$ cat src/sv/assert_macros.svh
`ifndef ASSERT_MACROS_SVH
`define ASSERT_MACROS_SVH

// check a property on the block clock, held off during reset
`define ASSERT_PROP(label, prop, msg) \
	label: assert property (@(posedge clk) disable iff (!arst_n) prop) else $error(msg);

// check that a condition never holds on the block clock
`define ASSERT_NEVER(label, expr, msg) \
	label: assert property (@(posedge clk) disable iff (!arst_n) !(expr)) else $error(msg);

`endif

$ cat src/sv/kwm_pkg.sv
package kwm_pkg;

	localparam int ROWS_DEF = 4;
	localparam int DATA_W   = 32;
	localparam logic signed [DATA_W-1:0] INT_MAX = 32'sh7fff_ffff;

	typedef enum logic [2:0] {
		ST_IDLE,
		ST_LOAD_RD,
		ST_LOAD_WR,
		ST_FETCH,
		ST_CUR_LD,
		ST_SIFT,
		ST_EMIT
	} state_t;

	typedef struct packed {
		logic                     vld;
		logic                     last;
		logic signed [DATA_W-1:0] value;
	} emit_t;

endpackage

$ cat src/sv/kwm_matrix_mem.sv
module kwm_matrix_mem import kwm_pkg::*; #(
	parameter int DEPTH = ROWS_DEF * ROWS_DEF,
	parameter int AW    = $clog2(ROWS_DEF * ROWS_DEF)
) (
	input  logic                     clk,
	input  logic                     we,
	input  logic [AW-1:0]            wa,
	input  logic signed [DATA_W-1:0] wd,
	input  logic [AW-1:0]            ra,
	output logic signed [DATA_W-1:0] rd
);

	logic signed [DATA_W-1:0] mem [DEPTH];

	always_ff @(posedge clk) begin
		if (we) begin
			mem[wa] <= wd;
		end
	end

	always_ff @(posedge clk) begin
		rd <= mem[ra];
	end

endmodule

$ cat src/sv/kwm_heap_mem.sv
module kwm_heap_mem import kwm_pkg::*; #(
	parameter int DEPTH = ROWS_DEF,
	parameter int AW    = $clog2(ROWS_DEF),
	parameter int W     = DATA_W + 5
) (
	input  logic          clk,
	input  logic          we,
	input  logic [AW-1:0] wa,
	input  logic [W-1:0]  wd,
	input  logic [AW-1:0] ra0,
	input  logic [AW-1:0] ra1,
	output logic [W-1:0]  rd0,
	output logic [W-1:0]  rd1
);

	logic [W-1:0] mem [DEPTH];

	always_ff @(posedge clk) begin
		if (we) begin
			mem[wa] <= wd;
		end
	end

	always_ff @(posedge clk) begin
		rd0 <= mem[ra0];
		rd1 <= mem[ra1];
	end

endmodule

$ cat src/sv/kwm_ctrl.sv
`include "assert_macros.svh"

module kwm_ctrl import kwm_pkg::*; #(
	parameter int ROWS = ROWS_DEF,
	parameter int MAW  = $clog2(ROWS_DEF * ROWS_DEF)
) (
	input  logic                     clk,
	input  logic                     arst_n,
	input  logic                     start,
	input  logic                     out_free,
	output logic                     idle,
	output emit_t                    em,
	output logic [MAW-1:0]           mx_ra,
	input  logic signed [DATA_W-1:0] mx_rd
);

	localparam int HW  = $clog2(ROWS);
	localparam int NCW = $clog2(ROWS + 1);
	localparam int CW  = HW + 2;
	localparam int CNW = $clog2(ROWS * ROWS);

	typedef struct packed {
		logic signed [DATA_W-1:0] val;
		logic [HW-1:0]            row;
		logic [NCW-1:0]           ncol;
	} ent_t;

	localparam int EW = $bits(ent_t);

	typedef enum logic [1:0] {
		SEL_SELF,
		SEL_LEFT,
		SEL_RIGHT
	} sel_t;

	state_t         state_q, state_d;
	logic [HW-1:0]  idx_q, idx_d;
	logic [HW-1:0]  pos_q, pos_d;
	logic [CNW-1:0] emit_q, emit_d;
	logic           build_q, build_d;
	ent_t           cur_q, cur_d;
	ent_t           root_q, root_d;
	logic [HW-1:0]  ld_row_q, ld_row_d;
	logic [NCW-1:0] ld_ncol_q, ld_ncol_d;
	logic           ld_max_q, ld_max_d;

	logic           hp_we;
	logic [HW-1:0]  hp_wa;
	ent_t           hp_wd;
	logic [HW-1:0]  hp_ra0, hp_ra1;
	logic [EW-1:0]  hp_rd0, hp_rd1;
	logic           hp_re0, hp_re1;
	logic           hp_clash;
	ent_t           lent, rent;

	logic [CW-1:0]  lc, rc, blc, brc;
	logic           l_ok, r_ok;
	sel_t           sel;
	logic [HW-1:0]  best;
	logic [HW-1:0]  base;
	logic           rd_phase;

	kwm_heap_mem #(
		.DEPTH (ROWS),
		.AW    (HW),
		.W     (EW)
	) u_heap (
		.clk (clk),
		.we  (hp_we),
		.wa  (hp_wa),
		.wd  (hp_wd),
		.ra0 (hp_ra0),
		.ra1 (hp_ra1),
		.rd0 (hp_rd0),
		.rd1 (hp_rd1)
	);

	assign lent = ent_t'(hp_rd0);
	assign rent = ent_t'(hp_rd1);

	assign lc   = {1'b0, pos_q, 1'b1};
	assign rc   = lc + CW'(1);
	assign l_ok = lc < CW'(ROWS);
	assign r_ok = rc < CW'(ROWS);

	always_comb begin
		sel  = SEL_SELF;
		best = pos_q;
		if (l_ok && lent.val < cur_q.val) begin
			sel  = SEL_LEFT;
			best = lc[HW-1:0];
		end
		if (r_ok && rent.val < ((sel == SEL_LEFT) ? lent.val : cur_q.val)) begin
			sel  = SEL_RIGHT;
			best = rc[HW-1:0];
		end
	end

	assign rd_phase = (state_q == ST_CUR_LD) || (state_q == ST_SIFT && sel != SEL_SELF);
	assign base     = (state_q == ST_SIFT) ? best : pos_q;
	assign blc      = {1'b0, base, 1'b1};
	assign brc      = blc + CW'(1);
	assign hp_re0   = rd_phase && (blc < CW'(ROWS));
	assign hp_re1   = rd_phase && (brc < CW'(ROWS));
	assign hp_ra0   = hp_re0 ? blc[HW-1:0] : '0;
	assign hp_ra1   = hp_re1 ? brc[HW-1:0] : '0;
	assign hp_clash = hp_we && ((hp_re0 && hp_ra0 == hp_wa) || (hp_re1 && hp_ra1 == hp_wa));

	assign idle = (state_q == ST_IDLE);

	always_ff @(posedge clk or negedge arst_n) begin
		if (!arst_n) begin
			state_q <= ST_IDLE;
			idx_q   <= '0;
			pos_q   <= '0;
			emit_q  <= '0;
			build_q <= 1'b0;
		end else begin
			state_q <= state_d;
			idx_q   <= idx_d;
			pos_q   <= pos_d;
			emit_q  <= emit_d;
			build_q <= build_d;
		end
	end

	always_ff @(posedge clk) begin
		cur_q     <= cur_d;
		root_q    <= root_d;
		ld_row_q  <= ld_row_d;
		ld_ncol_q <= ld_ncol_d;
		ld_max_q  <= ld_max_d;
	end

	always_comb begin
		state_d   = state_q;
		idx_d     = idx_q;
		pos_d     = pos_q;
		emit_d    = emit_q;
		build_d   = build_q;
		cur_d     = cur_q;
		root_d    = root_q;
		ld_row_d  = ld_row_q;
		ld_ncol_d = ld_ncol_q;
		ld_max_d  = ld_max_q;
		hp_we     = 1'b0;
		hp_wa     = pos_q;
		hp_wd     = cur_q;
		mx_ra     = MAW'(int'(idx_q) * ROWS);
		em        = '0;
		case (state_q)
			ST_IDLE: begin
				if (start) begin
					idx_d   = '0;
					emit_d  = '0;
					state_d = ST_LOAD_RD;
				end
			end
			ST_LOAD_RD: begin
				state_d = ST_LOAD_WR;
			end
			ST_LOAD_WR: begin
				hp_we      = 1'b1;
				hp_wa      = idx_q;
				hp_wd.val  = mx_rd;
				hp_wd.row  = idx_q;
				hp_wd.ncol = NCW'(1);
				if (idx_q == '0) begin
					root_d = hp_wd;
				end
				if (idx_q == HW'(ROWS - 1)) begin
					idx_d   = HW'((ROWS - 1) / 2);
					build_d = 1'b1;
					state_d = ST_FETCH;
				end else begin
					idx_d   = idx_q + HW'(1);
					state_d = ST_LOAD_RD;
				end
			end
			ST_FETCH: begin
				pos_d     = idx_q;
				ld_row_d  = idx_q;
				ld_ncol_d = NCW'(1);
				ld_max_d  = 1'b0;
				state_d   = ST_CUR_LD;
			end
			ST_CUR_LD: begin
				cur_d.val  = ld_max_q ? INT_MAX : mx_rd;
				cur_d.row  = ld_row_q;
				cur_d.ncol = ld_ncol_q;
				state_d    = ST_SIFT;
			end
			ST_SIFT: begin
				hp_we = 1'b1;
				hp_wa = pos_q;
				case (sel)
					SEL_LEFT:  hp_wd = lent;
					SEL_RIGHT: hp_wd = rent;
					default:   hp_wd = cur_q;
				endcase
				if (pos_q == '0) begin
					root_d = hp_wd;
				end
				if (sel == SEL_SELF) begin
					if (build_q && idx_q != '0) begin
						idx_d   = idx_q - HW'(1);
						state_d = ST_FETCH;
					end else begin
						build_d = 1'b0;
						state_d = ST_EMIT;
					end
				end else begin
					pos_d = best;
				end
			end
			ST_EMIT: begin
				if (out_free) begin
					em.vld   = 1'b1;
					em.value = root_q.val;
					em.last  = (emit_q == CNW'(ROWS * ROWS - 1));
					if (em.last) begin
						emit_d  = '0;
						state_d = ST_IDLE;
					end else begin
						emit_d   = emit_q + CNW'(1);
						pos_d    = '0;
						ld_row_d = root_q.row;
						mx_ra    = MAW'(int'(root_q.row) * ROWS + int'(root_q.ncol));
						if (root_q.ncol < NCW'(ROWS)) begin
							ld_ncol_d = root_q.ncol + NCW'(1);
							ld_max_d  = 1'b0;
						end else begin
							ld_ncol_d = root_q.ncol;
							ld_max_d  = 1'b1;
						end
						state_d = ST_CUR_LD;
					end
				end
			end
			default: begin
				state_d = ST_IDLE;
			end
		endcase
	end

	`ASSERT_NEVER(a_heap_rw_clash, hp_clash, "heap read and write hit the same entry")
	`ASSERT_PROP(a_last_idle, em.vld && em.last |=> state_q == ST_IDLE, "merge did not end after final item")
	`ASSERT_NEVER(a_emit_slot, em.vld && !out_free, "item emitted while output register full")
	`ASSERT_PROP(a_start_idle, start && state_q == ST_IDLE |=> state_q == ST_LOAD_RD, "merge start lost")

endmodule

$ cat src/sv/kway_merge_sorted_rows.sv
// Load: input items are accepted while tready is high, that is while no merge is running.
// Merge: the heap is first seeded from the matrix memory, then one heap
// sift runs per non-leaf row before the first result.
// Each result is followed by a sift of the refilled root, with one heap memory
// read per level; a result waits in ST_EMIT while the output register is full.
// Reset (arst_n low) returns the controller to idle; memory contents persist.
module kway_merge_sorted_rows import kwm_pkg::*; #(
	parameter int ROWS = ROWS_DEF
) (
	input  logic        clk,
	input  logic        arst_n,
	input  logic        s_tvalid,
	output logic        s_tready,
	input  logic [39:0] s_tdata,  // row[1:0], col[3:2], value[35:4], zero[39:36]
	input  logic        s_tlast,  // last
	output logic        m_tvalid,
	input  logic        m_tready,
	output logic [31:0] m_tdata,  // value_res[31:0]
	output logic        m_tlast   // last_res
);

	localparam int MAW = $clog2(ROWS * ROWS);

	logic                     acc;
	logic [1:0]               in_row, in_col;
	logic signed [DATA_W-1:0] in_value;
	logic                     mx_we;
	logic [MAW-1:0]           mx_wa, mx_ra;
	logic signed [DATA_W-1:0] mx_rd;
	logic                     idle;
	logic                     out_free;
	emit_t                    em;

	logic                     out_vld_q;
	logic signed [DATA_W-1:0] out_data_q;
	logic                     out_last_q;

	assign in_row   = s_tdata[1:0];
	assign in_col   = s_tdata[3:2];
	assign in_value = s_tdata[35:4];

	assign s_tready = idle;
	assign acc      = s_tvalid && s_tready;
	assign mx_we    = acc && (int'(in_row) < ROWS) && (int'(in_col) < ROWS);
	assign mx_wa    = MAW'(int'(in_row) * ROWS + int'(in_col));

	kwm_matrix_mem #(
		.DEPTH (ROWS * ROWS),
		.AW    (MAW)
	) u_matrix (
		.clk (clk),
		.we  (mx_we),
		.wa  (mx_wa),
		.wd  (in_value),
		.ra  (mx_ra),
		.rd  (mx_rd)
	);

	kwm_ctrl #(
		.ROWS (ROWS),
		.MAW  (MAW)
	) u_ctrl (
		.clk      (clk),
		.arst_n   (arst_n),
		.start    (acc && s_tlast),
		.out_free (out_free),
		.idle     (idle),
		.em       (em),
		.mx_ra    (mx_ra),
		.mx_rd    (mx_rd)
	);

	assign out_free = !out_vld_q || m_tready;

	always_ff @(posedge clk or negedge arst_n) begin
		if (!arst_n) begin
			out_vld_q <= 1'b0;
		end else if (em.vld) begin
			out_vld_q <= 1'b1;
		end else if (m_tready) begin
			out_vld_q <= 1'b0;
		end
	end

	always_ff @(posedge clk) begin
		if (em.vld) begin
			out_data_q <= em.value;
			out_last_q <= em.last;
		end
	end

	assign m_tvalid = out_vld_q;
	assign m_tdata  = out_data_q;
	assign m_tlast  = out_last_q;

endmodule

$ cat config.mk
export PLATFORM = sky130hd
export DESIGN_NAME = kway_merge_sorted_rows
export DESIGN_NICKNAME = d
export VERILOG_FILES = /design/src/sv/kwm_pkg.sv /design/src/sv/kwm_matrix_mem.sv /design/src/sv/kwm_heap_mem.sv /design/src/sv/kwm_ctrl.sv /design/src/sv/kway_merge_sorted_rows.sv
export VERILOG_INCLUDE_DIRS = /design/src /design/src/sv
export SDC_FILE = /design/constraint.sdc
export NUM_CORES = 1
export LEC_CHECK = 0
export BUFFER_PORTS_ARGS = -buffer_cell sky130_fd_sc_hd__buf_2
export CAP_MARGIN = 30
export CORE_ASPECT_RATIO = 1.5
export CORE_UTILIZATION = 30
export DETAILED_ROUTE_END_ITERATION = 10
export SYNTH_ARGS = -nofsm -noshare
export SYNTH_HDL_FRONTEND = slang
export SYNTH_HIERARCHICAL = 1
export SYNTH_SLANG_ARGS = --single-unit
$ cat constraint.sdc
create_clock -name clk -period 8.6 [get_ports clk]
set_input_delay 0.86 -clock clk [delete_from_list [all_inputs] [get_ports clk]]
set_output_delay 0.86 -clock clk [all_outputs]
set_load 0.01 [all_outputs]
==> qor.csv <==
stage,metric,value,unit
layout,fin nets,2208,
clocking,Clock Pin Slew Worst Setup and Hold Paths,0.06,ns
pwr,worst vdd ir,0.1774,mV
critical_path,CP max-delay cell,a2111oi_2,
yosys,most instantiated cells after synthesis,"edfxtp_1 (773), mux4_2 (188), dfxtp_1 (106)",
sta,Worst Max-Slew Pin Slew,0.9262,ns
min_path,Hold Crit Class,primary input to async pin,
clocking,Max H-tree Level,3,
yosys,"Top FF cell, synth",edfxtp_1,
pwr,switching pwr,4750,µW
global_routing,total grt overflow,0,
detailed_routing,drc violations,0,
layout,Sequential Area,0.02566,mm²
critical_path,Critical Path RT,9.01,ns
global_routing,GRT Total Usage,14.08,%
global_routing,first-pass GRT wire length,127.2,mm
detailed_routing,Iter 0 DRT Violations,1414,
detailed_routing,TritonRoute pass-1 iters,5,
critical_path,RR Endpoint,u_ctrl/root_q[30],
sta,final hold vios,0,
floorplanning,die height,426.1,µm
yosys,syn avg cell area,18.09,µm²
pwr,Comb power frac,31.6,%
layout,fin cells,3739,
critical_path,crit start category,register,
clocking,Post CTS Setup Buffer Count,0,
pwr,sequential power share,42.1,%
global_routing,initial antenna violation count,9,
layout,layout overhead on the synthesized area,14.43,%
sta,slew margin rel.,38.25,%
layout,area occupied by multi-input gates,0.009662,mm²
run,number of max-cap violations,0,
detailed_routing,final wirelength,84.76,mm
yosys,"FFs w/ async S/R, synth",1.457,%
pwr,PwrDens,346.5,mW/mm²
layout,Final Util,34.62,%
yosys,"area leader, netlist",edfxtp_1,
floorplanning,Die W,284.7,µm
yosys,synthesized cell area,0.03597,mm²
critical_path,type of the worst setup path,register to register,
sta,RSZ-0062 raised after global routing,false,
floorplanning,I/O pins,80,
pwr,P_int,9512,µW
critical_path,CP most frequent cell,buf_4,
pwr,Clk pwr share,26.2,%
yosys,"top cells by area, synth","edfxtp_1 (65%), mux4_2 (12%), dfxtp_1 (5.9%)",
yosys,number of library cell types mapped by synthesis,67,
detailed_routing,wire per inst,22.67,µm
yosys,Post-synth EDFFs,773,
clocking,TritonCTS clock tree,yes,
status,status,"complete, no violations",
layout,"Design Area, Final",0.04116,mm²
critical_path,flop2flop setup slack,1.35,ns
global_routing,largest net degree at the start of global routing,88,
yosys,Ys Warns,6,
clocking,CTS Hold Bufs,0,
critical_path,reg-to-reg startpoint,u_ctrl/cur_q[11],
placement,detailed placer's ending HPWL,50.14,mm
sta,highest clock rate,137.9,MHz
clocking,clock buffer depth,3,
critical_path,worst endpoint data arrival time,7.66,ns
yosys,Syn Inst Count,1988,
detailed_routing,Vias/cell,4.968,
detailed_routing,antenna-violating nets left,0,
critical_path,CP max FO,20,
yosys,most common cell in the synthesized netlist,edfxtp_1,
yosys,syn_nets,2101,
sta,Worst Skew,0.02233,ns
sta,total negative setup slack,0,ns
clocking,Worst-Skew Late Latency,0.67,ns
global_routing,number of global-route vias before repair,19946,
detailed_routing,via count,18577,
yosys,Yosys reg bits,892,
floorplanning,Starting Density,30.26,%
floorplanning,Site Rows,155,
floorplanning,die area,0.1213,mm²
critical_path,max incr delay on CP,0.58,ns
yosys,Synth top area share,64.53,%
clocking,clock root buffer,clkbuf_16,
placement,DP Cell Count,3578,
sta,Final period util,84.34,%
placement,Post-DP Area,0.03837,mm²
sta,endpoints failing setup,0,
critical_path,worst reg2reg path depth,25,
placement,port buffer count,75,
critical_path,CP Capture Type,register,
clocking,number of CTS-inserted buffers,85,
pwr,leakage,0.01375,µW
clocking,clock tree sinks,892,
layout,proportion of layout cells with a drive suffix above 1,25.83,%
pwr,Net Sw Frac,33.31,%
floorplanning,core area,0.1189,mm²
yosys,sequential fraction of the synthesis area,71.34,%
sta,final slew viol count,0,
sta,time the worst path needs with I/O delays and setup,7.253,ns
placement,GP Congestion,0.8178,
clocking,post_cts resized,0,
layout,number of fill cells in the layout,11047,
## registers in the layout, summed over array words and instances, names as in the netlist, 32 cells and up
| name | cells |
|---|---|
| m_tdata | 32 |
| u_ctrl/cur_q | 37 |
| u_ctrl/root_q | 37 |
| u_ctrl/u_heap/mem | 148 |
| u_ctrl/u_heap/rd0 | 37 |
| u_ctrl/u_heap/rd1 | 37 |
| u_matrix/mem | 512 |
| u_matrix/rd | 32 |
## logic make-up after synthesis
kind of cell               after synthesis  synth area share (%)
muxes                                  248                 14.27
AOI/OAI and AO/OA                      321                 5.552
and+or+nand+nor                        279                 4.028
adders and majority gates               68                 2.365
buffers and inverters                  177                 2.390
xor gates and xnor gates                 2               0.04871
DFF                                    892                 71.34
other                                    1               0.01043
## cell type report
type	instances	area share, %
Tap cell	1570	4.773
Sequential cell	892	62.34
Clock buffer	120	5.809
Antenna cell	1	0.006080
Timing Repair Buffer	128	2.000
Clock inverter	40	0.9637
Inverter	69	0.6293
Multi-Input combinational cell	919	23.47
## power by group through the flow
stage / clock [µW] / combinational (µW) / sequential [µW]
finish: 3740 / 4510 / 6010
floorplan: 0 / 3090 / 5940
global route: 3990 / 4930 / 6080
global placement: 0 / 4460 / 6060
detailed placement: 0 / 4530 / 6090
CTS: 3830 / 4550 / 6010
## cell usage in the layout (no fill, tap or decap), types with 68 or more instances in the layout
| cell type | Yosys | routed |
|---|---|---|
| a21oi_1 | 89 | 89 |
| a22oi_1 | 97 | 97 |
| buf_2 | 19 | 75 |
| clkbuf_16 | 0 | 87 |
| dfxtp_1 | 106 | 106 |
| edfxtp_1 | 773 | 773 |
| ha_1 | 68 | 68 |
| inv_1 | 68 | 68 |
| mux4_2 | 188 | 188 |
| nand2_1 | 101 | 101 |
| o21ai_0 | 74 | 74 |
## worst max-delay path by stage
stage | startpoint | endpoint | slack (ns) | cells after the start
floorplan | u_ctrl/cur_q[26] | u_ctrl/u_heap/mem[0][27] | 3.26 | 23
detailed placement | u_ctrl/cur_q[12] | u_ctrl/root_q[30] | 1.42 | 24
global placement | u_ctrl/cur_q[11] | u_ctrl/root_q[30] | 1.46 | 24
CTS | u_ctrl/cur_q[12] | u_ctrl/u_heap/mem[3][31] | 1.38 | 24
global route | u_ctrl/cur_q[11] | u_ctrl/u_heap/mem[3][30] | 0.98 | 25
finish | u_ctrl/cur_q[11] | u_ctrl/root_q[30] | 1.35 | 25
## per-layer routing
layer / share of wire (%) / vias to the layer above / GRT usage, %
li1: - / 8217 / -
met2: 55 / 507 / 26.57
met4: 2.6 / 6 / 4.955
met5: 0.048 / - / 0
met3: 4.7 / 150 / 1.900
met1: 38 / 9697 / 16.08
## through the flow
stage	hold slack, ns	setup WS, ns	total power [µW]
2_1_floorplan	0.4003	3.264	9029
3_3_place_gp	0.4033	1.456	10520
3_5_place_dp	0.4102	1.420	10630
4_1_cts	0.06270	1.385	14390
5_1_grt	0.09853	0.9844	15000
6_report	0.09886	1.347	14260
## critical path: cells and delay by family, from the launching register on
kind / cells / cell delay (ns)
AOI/OAI and AO/OA: 8 / 2.23
DFF: 1 / 0.35
buffers and inverters: 5 / 1.01
muxes: 1 / 0.35
adders and majority gates: 2 / 0.47
and+or+nand+nor: 9 / 2.55
(Power assumes the default switching activity.)
